## src/rtl/rrsm_pkg.sv

```systemverilog
`timescale 1ns / 1ps

package rrsm_pkg;

  // slots held by one cell of the row
  localparam int CELL_SLOTS = 8;
  localparam int CELL_SEL_W = 3;

  // widths that cover the largest ring the block can be built for (64 slots)
  localparam int IDX_W = 6;
  localparam int CNT_W = 7;

  localparam int DEF_MAX_SLOTS = 32;

  localparam int ADDR_W = 48;
  localparam int LEN_W = 17;
  localparam int CFG_IDX_W = 3;

  typedef enum logic [1:0] {
    OP_ALLOC     = 2'd0,
    OP_RECV_DONE = 2'd1,
    OP_FETCH     = 2'd2,
    OP_ACK       = 2'd3
  } op_t;

  typedef enum logic [2:0] {
    STAT_OK        = 3'd0,
    STAT_INV_EP    = 3'd1,
    STAT_NO_SPACE  = 3'd2,
    STAT_INV_MSG   = 3'd3,
    STAT_EMPTY     = 3'd4,
    STAT_TOO_BIG   = 3'd5
  } status_t;

  typedef enum logic [CFG_IDX_W-1:0] {
    REG_BUFFER_BASE     = 3'd0,
    REG_SLOT_COUNT_LOG2 = 3'd1,
    REG_SLOT_SIZE_LOG2  = 3'd2,
    REG_ENDPOINT_OWNER  = 3'd3,
    REG_RUNNING_OWNER   = 3'd4
  } reg_idx_t;

  // search request and probe, broadcast to every cell
  typedef struct packed {
    logic             want_unread;
    logic [CNT_W-1:0] start;
    logic [CNT_W-1:0] total;
    logic [IDX_W-1:0] probe;
  } search_t;

  // bitmap update, applied by the cell that owns the slot
  typedef struct packed {
    logic             en;
    logic [IDX_W-1:0] idx;
    logic             set_occ;
    logic             clr_occ;
    logic             set_unr;
    logic             clr_unr;
  } cmd_t;

  // partial results handed from cell to cell
  typedef struct packed {
    logic             found_hi;
    logic [IDX_W-1:0] idx_hi;
    logic             found_lo;
    logic [IDX_W-1:0] idx_lo;
    logic             probe_occ;
    logic             probe_unr;
    logic [CNT_W-1:0] count;
  } chain_t;

endpackage

```

## src/rtl/rrsm_cell.sv

```systemverilog
`timescale 1ns / 1ps

module rrsm_cell #(
  parameter int CELL_ID = 0
) (
  input  logic              clk,
  input  logic              rst,
  input  rrsm_pkg::search_t srch,
  input  rrsm_pkg::cmd_t    cmd,
  input  rrsm_pkg::chain_t  chain_in,
  output rrsm_pkg::chain_t  chain_out
);

  localparam int G  = rrsm_pkg::CELL_SLOTS;
  localparam int LW = rrsm_pkg::CELL_SEL_W;
  localparam int IW = rrsm_pkg::IDX_W;
  localparam int CW = rrsm_pkg::CNT_W;

  logic [G-1:0]    occ;
  logic [G-1:0]    unr;
  logic [G-1:0]    hi;
  logic [G-1:0]    lo;
  logic            loc_found_hi;
  logic            loc_found_lo;
  logic [LW-1:0]   loc_idx_hi;
  logic [LW-1:0]   loc_idx_lo;
  logic [CW-1:0]   loc_count;
  logic            probe_hit;
  logic            cmd_hit;
  rrsm_pkg::chain_t chain_next;

  // candidates: in the ring, bit as wanted; split at the search start
  always_comb begin
    logic [CW-1:0] j;
    logic          cand;
    hi = '0;
    lo = '0;
    for (int l = 0; l < G; l++) begin
      j    = CW'(CELL_ID * G + l);
      cand = (srch.want_unread ? unr[l] : !occ[l]) && (j < srch.total);
      hi[l] = cand && (j >= srch.start);
      lo[l] = cand && (j < srch.start);
    end
  end

  // lowest candidate of each half
  always_comb begin
    loc_idx_hi = '0;
    loc_idx_lo = '0;
    for (int l = G - 1; l >= 0; l--) begin
      if (hi[l]) begin
        loc_idx_hi = LW'(l);
      end
      if (lo[l]) begin
        loc_idx_lo = LW'(l);
      end
    end
    loc_found_hi = |hi;
    loc_found_lo = |lo;
  end

  always_comb begin
    loc_count = '0;
    for (int l = 0; l < G; l++) begin
      loc_count = loc_count + CW'(unr[l]);
    end
  end

  assign probe_hit = srch.probe[IW-1:LW] == (IW - LW)'(CELL_ID);
  assign cmd_hit   = cmd.idx[IW-1:LW] == (IW - LW)'(CELL_ID);

  // lower cells take precedence, so an earlier find is passed on unchanged
  always_comb begin
    chain_next.found_hi  = chain_in.found_hi || loc_found_hi;
    chain_next.idx_hi    = chain_in.found_hi ? chain_in.idx_hi
                                             : {(IW - LW)'(CELL_ID), loc_idx_hi};
    chain_next.found_lo  = chain_in.found_lo || loc_found_lo;
    chain_next.idx_lo    = chain_in.found_lo ? chain_in.idx_lo
                                             : {(IW - LW)'(CELL_ID), loc_idx_lo};
    chain_next.probe_occ = chain_in.probe_occ || (probe_hit && occ[srch.probe[LW-1:0]]);
    chain_next.probe_unr = chain_in.probe_unr || (probe_hit && unr[srch.probe[LW-1:0]]);
    chain_next.count     = chain_in.count + loc_count;
  end

  always_ff @(posedge clk) begin
    if (rst) begin
      occ       <= '0;
      unr       <= '0;
      chain_out <= '0;
    end else begin
      if (cmd.en && cmd_hit) begin
        if (cmd.set_occ) begin
          occ[cmd.idx[LW-1:0]] <= 1'b1;
        end
        if (cmd.clr_occ) begin
          occ[cmd.idx[LW-1:0]] <= 1'b0;
        end
        if (cmd.set_unr) begin
          unr[cmd.idx[LW-1:0]] <= 1'b1;
        end
        if (cmd.clr_unr) begin
          unr[cmd.idx[LW-1:0]] <= 1'b0;
        end
      end
      chain_out <= chain_next;
    end
  end

endmodule

```

## src/rtl/receive_ring_slot_manager.sv

```systemverilog
`timescale 1ns / 1ps

// Slot manager for one receive endpoint's ring of message slots. The occupied
// and unread bitmaps live in a row of cells, eight slots to a cell; each search
// runs as a wave through the row, one cell per cycle, that carries the first
// free or unread slot (round-robin from write_pos or read_pos), the bits of the
// slot named by message_addr and a running count of unread slots. A word is
// taken through the prepare, address, scan and done states in order; the scan
// state lasts until the wave has reached the end of the row, and one word is
// worked on at a time. A finished result sits in an output register, so the
// next word is taken while it waits. Configuration writes are to be made only
// while the block is idle; the block itself does not enforce this. No clearing
// pass is needed after reset.
module receive_ring_slot_manager #(
  parameter int MAX_SLOTS = rrsm_pkg::DEF_MAX_SLOTS
) (
  input  logic                                  clk,
  input  logic                                  rst,
  // configuration
  input  logic                                  cfg_we,
  input  logic [rrsm_pkg::CFG_IDX_W-1:0]        cfg_index,
  input  logic [rrsm_pkg::ADDR_W-1:0]           cfg_data,
  // request words
  input  logic                                  in_valid,
  output logic                                  in_ready,
  input  logic [1:0]                            op,
  input  logic [rrsm_pkg::LEN_W-1:0]            message_length,
  input  logic [rrsm_pkg::ADDR_W-1:0]           message_addr,
  input  logic                                  receive_failed,
  // result words
  output logic                                  out_valid,
  input  logic                                  out_ready,
  output logic [2:0]                            status,
  output logic [4:0]                            slot_index,
  output logic [rrsm_pkg::ADDR_W-1:0]           slot_addr,
  output logic [5:0]                            unread_count
);

  localparam int G     = rrsm_pkg::CELL_SLOTS;
  localparam int CELLS = (MAX_SLOTS + G - 1) / G;
  localparam int XW    = $clog2(CELLS * G);
  localparam int NW    = XW + 1;                 // positions and ring size
  localparam int IW    = rrsm_pkg::IDX_W;
  localparam int CW    = rrsm_pkg::CNT_W;
  localparam int AW    = rrsm_pkg::ADDR_W;
  localparam int LENW  = rrsm_pkg::LEN_W;
  localparam int SCW   = $clog2(CELLS + 1);

  typedef enum logic [2:0] {
    S_IDLE,
    S_PREP,
    S_ADDR,
    S_SCAN,
    S_DONE
  } state_t;

  state_t state;

  // configuration registers
  logic [AW-1:0] buffer_base;
  logic [2:0]    slot_count_log2;
  logic [4:0]    slot_size_log2;
  logic [15:0]   endpoint_owner;
  logic [15:0]   running_owner;

  // ring positions
  logic [NW-1:0] write_pos;
  logic [NW-1:0] read_pos;

  // captured word and intermediate results
  rrsm_pkg::op_t     op_q;
  logic [LENW-1:0]   len_q;
  logic [AW-1:0]     addr_q;
  logic              failed_q;
  logic [AW-1:0]     diff_q;
  logic              below_q;
  logic              too_big_q;
  logic              in_range_q;
  logic [SCW-1:0]    scan_cnt;
  rrsm_pkg::search_t srch;

  // derived signals
  logic [8:0]        n_pow;
  logic [NW-1:0]     ring_n;
  logic [NW-1:0]     pos_sel;
  logic [AW:0]       diff_full;
  logic [AW-1:0]     shifted;
  logic              out_free;

  // row of cells
  rrsm_pkg::chain_t  chain [CELLS+1];
  rrsm_pkg::cmd_t    cmd;

  // decisions of the final cycle
  rrsm_pkg::status_t st_d;
  logic [IW-1:0]     idx_d;
  logic [AW-1:0]     addr_d;
  logic [CW-1:0]     cnt_d;
  logic              found;
  logic [IW-1:0]     fidx;
  logic              owner_ok;
  logic              base_ok;
  logic              wpos_upd;
  logic              rpos_upd;
  logic [NW-1:0]     pos_after;

  // ring size: 2^slot_count_log2, capped at the built size
  assign n_pow  = 9'd1 << slot_count_log2;
  assign ring_n = (n_pow > 9'(MAX_SLOTS)) ? NW'(MAX_SLOTS) : NW'(n_pow);

  // a stale position past the ring starts the search at slot zero
  assign pos_sel = (op_q == rrsm_pkg::OP_FETCH) ? read_pos : write_pos;

  assign diff_full = {1'b0, addr_q} - {1'b0, buffer_base};
  assign shifted   = diff_q >> slot_size_log2;

  assign in_ready = (state == S_IDLE);
  assign out_free = !out_valid || out_ready;

  assign chain[0] = '0;

  for (genvar k = 0; k < CELLS; k++) begin : g_cell
    rrsm_cell #(
      .CELL_ID (k)
    ) u_cell (
      .clk       (clk),
      .rst       (rst),
      .srch      (srch),
      .cmd       (cmd),
      .chain_in  (chain[k]),
      .chain_out (chain[k+1])
    );
  end

  assign owner_ok  = (endpoint_owner == running_owner);
  assign base_ok   = (buffer_base != '0);
  // wrap-around: slots at or above the start come first
  assign found     = chain[CELLS].found_hi || chain[CELLS].found_lo;
  assign fidx      = chain[CELLS].found_hi ? chain[CELLS].idx_hi : chain[CELLS].idx_lo;
  assign pos_after = NW'(CW'(fidx) + CW'(1));

  always_comb begin
    st_d        = rrsm_pkg::STAT_OK;
    idx_d       = '0;
    addr_d      = '0;
    cnt_d       = chain[CELLS].count;
    wpos_upd    = 1'b0;
    rpos_upd    = 1'b0;
    cmd.en      = (state == S_DONE) && out_free;
    cmd.idx     = srch.probe;
    cmd.set_occ = 1'b0;
    cmd.clr_occ = 1'b0;
    cmd.set_unr = 1'b0;
    cmd.clr_unr = 1'b0;
    unique case (op_q)
      rrsm_pkg::OP_ALLOC: begin
        if (!base_ok) begin
          st_d = rrsm_pkg::STAT_INV_EP;
        end else if (too_big_q) begin
          st_d = rrsm_pkg::STAT_TOO_BIG;
        end else if (!found) begin
          st_d = rrsm_pkg::STAT_NO_SPACE;
        end else begin
          idx_d       = fidx;
          addr_d      = buffer_base + (AW'(fidx) << slot_size_log2);
          cmd.idx     = fidx;
          cmd.set_occ = 1'b1;
          wpos_upd    = 1'b1;
        end
      end
      rrsm_pkg::OP_RECV_DONE: begin
        if (!base_ok) begin
          st_d = rrsm_pkg::STAT_INV_EP;
        end else if (!in_range_q) begin
          st_d = rrsm_pkg::STAT_INV_MSG;
        end else if (failed_q) begin
          cmd.clr_occ = 1'b1;
        end else begin
          cmd.set_unr = 1'b1;
          cnt_d       = chain[CELLS].count + CW'(!chain[CELLS].probe_unr);
        end
      end
      rrsm_pkg::OP_FETCH: begin
        if (!owner_ok) begin
          st_d = rrsm_pkg::STAT_INV_EP;
        end else if (!found) begin
          st_d = rrsm_pkg::STAT_EMPTY;
        end else begin
          idx_d       = fidx;
          addr_d      = buffer_base + (AW'(fidx) << slot_size_log2);
          cmd.idx     = fidx;
          cmd.clr_unr = 1'b1;
          cnt_d       = chain[CELLS].count - CW'(1);
          rpos_upd    = 1'b1;
        end
      end
      rrsm_pkg::OP_ACK: begin
        if (!base_ok || !owner_ok) begin
          st_d = rrsm_pkg::STAT_INV_EP;
        end else if (!in_range_q || !chain[CELLS].probe_occ) begin
          st_d = rrsm_pkg::STAT_INV_MSG;
        end else begin
          cmd.clr_occ = 1'b1;
          cmd.clr_unr = 1'b1;
          cnt_d       = chain[CELLS].count - CW'(chain[CELLS].probe_unr);
        end
      end
    endcase
  end

  always_ff @(posedge clk) begin
    if (rst) begin
      state           <= S_IDLE;
      buffer_base     <= '0;
      slot_count_log2 <= '0;
      slot_size_log2  <= '0;
      endpoint_owner  <= '0;
      running_owner   <= '0;
      write_pos       <= '0;
      read_pos        <= '0;
      out_valid       <= 1'b0;
      scan_cnt        <= '0;
      op_q            <= rrsm_pkg::OP_ALLOC;
    end else begin
      // configuration writes
      if (cfg_we) begin
        unique case (cfg_index)
          rrsm_pkg::REG_BUFFER_BASE:     buffer_base     <= cfg_data;
          rrsm_pkg::REG_SLOT_COUNT_LOG2: slot_count_log2 <= cfg_data[2:0];
          rrsm_pkg::REG_SLOT_SIZE_LOG2:  slot_size_log2  <= cfg_data[4:0];
          rrsm_pkg::REG_ENDPOINT_OWNER:  endpoint_owner  <= cfg_data[15:0];
          rrsm_pkg::REG_RUNNING_OWNER:   running_owner   <= cfg_data[15:0];
          default: ;
        endcase
      end

      // a result taken while the next one commits is refilled below
      if (out_valid && out_ready && (state != S_DONE)) begin
        out_valid <= 1'b0;
      end

      unique case (state)
        S_IDLE: begin
          if (in_valid) begin
            op_q     <= rrsm_pkg::op_t'(op);
            len_q    <= message_length;
            addr_q   <= message_addr;
            failed_q <= receive_failed;
            state    <= S_PREP;
          end
        end
        // offset into the ring, size check, search set-up
        S_PREP: begin
          diff_q           <= diff_full[AW-1:0];
          below_q          <= diff_full[AW];
          too_big_q        <= (slot_size_log2 < 5'd17) &&
                              ({1'b0, len_q} > ((LENW + 1)'(1) << slot_size_log2));
          srch.want_unread <= (op_q == rrsm_pkg::OP_FETCH);
          srch.start       <= (pos_sel >= ring_n) ? '0 : CW'(pos_sel);
          srch.total       <= CW'(ring_n);
          state            <= S_ADDR;
        end
        // slot index of the given address
        S_ADDR: begin
          in_range_q <= !below_q && (shifted < AW'(srch.total));
          srch.probe <= shifted[IW-1:0];
          scan_cnt   <= SCW'(CELLS - 1);
          state      <= S_SCAN;
        end
        // let the wave run to the end of the row
        S_SCAN: begin
          if (scan_cnt == '0) begin
            state <= S_DONE;
          end else begin
            scan_cnt <= scan_cnt - SCW'(1);
          end
        end
        // commit: bitmaps update in the cells on this same edge
        S_DONE: begin
          if (out_free) begin
            out_valid    <= 1'b1;
            status       <= st_d;
            slot_index   <= 5'(idx_d);
            slot_addr    <= addr_d;
            unread_count <= 6'(cnt_d);
            if (wpos_upd) begin
              write_pos <= pos_after;
            end
            if (rpos_upd) begin
              read_pos <= pos_after;
            end
            state <= S_IDLE;
          end
        end
        default: state <= S_IDLE;
      endcase
    end
  end

endmodule
```

## config.mk

```make
export PLATFORM = sky130hd
export DESIGN_NAME = receive_ring_slot_manager
export DESIGN_NICKNAME = d
export VERILOG_FILES = /design/src/rtl/rrsm_pkg.sv /design/src/rtl/rrsm_cell.sv /design/src/rtl/receive_ring_slot_manager.sv
export SDC_FILE = /design/constraint.sdc
export NUM_CORES = 1
export LEC_CHECK = 0
export BUFFER_PORTS_ARGS = -buffer_cell sky130_fd_sc_hd__buf_2
export CORE_ASPECT_RATIO = 1.5
export CORE_MARGIN = 2
export CORE_UTILIZATION = 37
export DETAILED_ROUTE_END_ITERATION = 6
export PLACE_DENSITY = 0.5
export RECOVER_POWER = 25
export SETUP_SLACK_MARGIN = 0.15
export SLEW_MARGIN = 20
export SYNTH_ARGS = -nofsm -noshare
export SYNTH_HDL_FRONTEND = slang
export SYNTH_SLANG_ARGS = --single-unit
```

## constraint.sdc

```tcl
create_clock -name clk -period 9.95 [get_ports clk]
set_clock_uncertainty 0.05 [all_clocks]
set_input_delay 0.995 -clock clk [delete_from_list [all_inputs] [get_ports clk]]
set_output_delay 0.995 -clock clk [all_outputs]
set_load 0.005 [all_outputs]
```

==> key figures <==
Run status
  • Status: finished, violations left
  • Failing checks: max-capacitance violations, max-slew violations

Die
  • Die height: ~330 um
  • Core Rows: 120
  • Core Region: about 71000 um2
  • Initial core utilization: 0.373
  • I/O pin cnt: between 150 and 200
  • Die width: ~220 um
  • Die Area: roughly 74000 um2

Place
  • Placed Cells: 3997
  • PortBufs: ~190
  • RD Place Congestion: just over 0.9
  • Hpwl dp: around 70000 um

Power and ir drop
  • Int Power: 3.28 mW
  • Sw frac: 0.268
  • Clock share of power: 0.427
  • PwrDens: about 150 nW/um2
  • Static leakage: around 11 nW
  • Seq pwr share: 0.449
  • Switching pwr: approximately 1.2 mW
  • Worst vdd ir: 0.000139 V
  • Gate power share: 0.124

Timing
  • Final Cycle Share: 0.616
  • Unrepaired setup endpoints after global routing: no
  • Relative slew slack: -1.61
  • Worst Tran Pin Value: between 3000 and 4000 ps
  • Final min period: 6130 ps
  • Highest clock rate: 163 MHz
  • Max Slew Vio Count: around 210
  • Hold Vio Cnt, Final: 0
  • Final setup TNS: 0 ps
  • Setup-failing EPs final: 0

Job
  • MaxCap Viol Count: 3

Critical path
  • CP Capture Type: flop
  • CP top delay family: buffers and inverters
  • CP cell instances: clkbuf_1 > clkbuf_1 > or4_1 > nor2_1
  • WP buf/inv: 2
  • Startpoint Class: primary input
  • Critical path depth: 4
  • Max incr delay on CP: 2680 ps
  • Crit-path slowest cell: clkbuf_1
  • Critical path class: in -> reg
  • Critical path's most frequent cell: clkbuf_1
  • Arr. time, crit path: 6600 ps
  • FF-to-FF End: slot_addr[34]
  • Max FO, Critical Path: 75
  • R2R Setup Slk: 4310 ps
  • Reg2Reg Depth: 18
  • FF-to-FF Start: slot_size_log2[1]
  • WP data required: about 10000 ps
  • Worst Setup SP: rst
  • Crit path capture: g_cell[0].u_cell.chain_out[7]

Clocking
  • CTS Buffer Depth: 3
  • CTS H-tree depth: 2
  • Post_cts resized: 0
  • Post CTS Setup Buffer Count: 0
  • CTS sink cnt: approximately 440
  • CTS tree: built
  • Clk slew on worst S/H paths: 70 ps
  • Hold buffers post-CTS: 0
  • CTS Root Cell: clkbuf_16
  • CTS buffer count: 48
  • Clk Latency, worst-skew pair: about 630 ps

Yosys
  • Number of synthesized register bits: roughly 440
  • Syn Area/Cell: approximately 8.9 um2
  • Share of synthesized registers carrying an async set or reset: 0
  • Cells after Synth: ~3.0k
  • Ys Warns: 0
  • Post-Synthesis Cell Area: approximately 27000 um2
  • Count of cell types in the netlist: 93
  • Seq/Total Area, Yosys: 0.408
  • Post-synth EDFFs: around 200
  • Post-synth top flop: dfxtp_1
  • Syn_nets: 3279

GRT
  • Vias in the first global route: around 23k
  • All-Layer GR Usage: 0.244
  • Grt total ovfl: 0
  • First-pass GRT wire length: roughly 140000 um
  • Largest net degree at the start of global routing: between 100 and 150
  • Initial antenna violation count: 2

Routing
  • WL/cell: 22.3 um
  • Routed WL: 91200 um
  • Via count: approximately 23k
  • Iteration-0 DRC Markers: 1474
  • Residual DRC: 0
  • Pre-antenna DRT Iters: 5
  • Detail Route Antenna Nets: 0
  • Drt via density: ~5.5

Final layout
  • # nets final: between 3k and 4k
  • Final cell count without fillers: a little over 4k
  • Most common cell after layout, fill and taps aside: nand2_1
  • Layout cell share with drive strength beyond 1: 0.118
  • Commonest cells after routing, fill and taps aside: 393 x nand2_1, 339 x a21oi_1, 328 x nor2_1
  • Syn-to-layout area delta: 12.9%

Min path
  • Hold WC Path Type: reg -> reg
  • Worst Hold Launch: g_cell[0].u_cell.chain_out[8]
## worst min path at each step
stage	end	cells after the start
6_report	g_cell[1].u_cell.chain_out[8]	2
5_1_grt	g_cell[1].u_cell.chain_out[16]	2
2_1_floorplan	g_cell[3].u_cell.chain_out[12]	2
3_3_place_gp	g_cell[3].u_cell.chain_out[8]	2
3_5_place_dp	g_cell[1].u_cell.chain_out[8]	2
4_1_cts	g_cell[1].u_cell.chain_out[8]	2
## power by group through the flow
stage               combinational, mW  sequential (mW)  clock (mW)
floorplan                       0.385             2.03           0
global placement                0.550             2.05           0
detailed placement              0.556             2.05           0
CTS                             0.559             2.01        1.95
global route                    0.610             2.02        2.01
finish                          0.555             2.01        1.91
## metrics by stage
| step | setup WS, ps | power [mW] | util | hold WS [ps] | cell area (um2) |
|---|---|---|---|---|---|
| finish | 3820 | 4.48 | 0.421 | 405 | 30000 |
| global route | 3460 | 4.64 | 0.421 | 433 | 30000 |
| CTS | 4400 | 4.52 | 0.422 | 414 | 30000 |
| detailed placement | 4480 | 2.60 | 0.398 | 396 | 28400 |
| global placement | 4560 | 2.60 | 0.398 | 389 | 28400 |
| floorplan | 1340 | 2.41 | - | 361 | 26600 |
## state kept, by name, summed over array words and instances (netlist names), 17 cells and up, named ones only
| name | count |
|---|---|
| addr_q | 48 |
| buffer_base | 48 |
| diff_q | 48 |
| g_cell.u_cell.chain_out | 71 |
| g_cell.u_cell.unr | 32 |
| len_q | 17 |
| slot_addr | 48 |
| srch | 19 |
## cell type report
cell class,instances,area [um2]
Fill cell,7171,41200
Sequential cell,442,10800
Inverter,159,597
Tap cell,915,1140
Antenna cell,1,2.50
Clock buffer,75,1500
Multi-Input combinational cell,2260,14600
Clock inverter,15,185
Timing Repair Buffer,221,1140
## worst min-delay path: stages (launching register included)
cell and delay [ps]:
dfxtp_1 310, a21oi_1 40, nor2_1 70
## cells in the mapped netlist, types with 55 or more instances
master,number,area share
ha_1,143,0.067
nand2_1,394,0.056
edfxtp_1,198,0.22
inv_1,158,0.022
a211oi_1,69,0.020
mux2i_1,86,0.032
clkbuf_1,92,0.013
nor2_1,329,0.046
nor2b_1,55,0.013
a21o_1,55,0.016
dfxtp_1,244,0.18
xnor2_1,82,0.027
a21oi_1,339,0.064
o21ai_0,123,0.023
## kinds of logic after synthesis
family	count (synthesis)	synth area share
xor gates and xnor gates	113	0.0373
and+or+nand+nor	1077	0.187
adders and majority gates	164	0.0832
muxes	134	0.0629
buffers and inverters	289	0.0440
AOI/OAI and AO/OA	772	0.178
DFF	442	0.408
## layer usage
layer,vias up,track usage,wire length (um)
met5,-,0,0
met1,11000,0.257,33600
met2,553,0.469,49200
li1,10900,-,-
met4,0,0.129,5310
met3,188,0.0295,3120
Note: power is estimated with default switching activity, not from simulation.
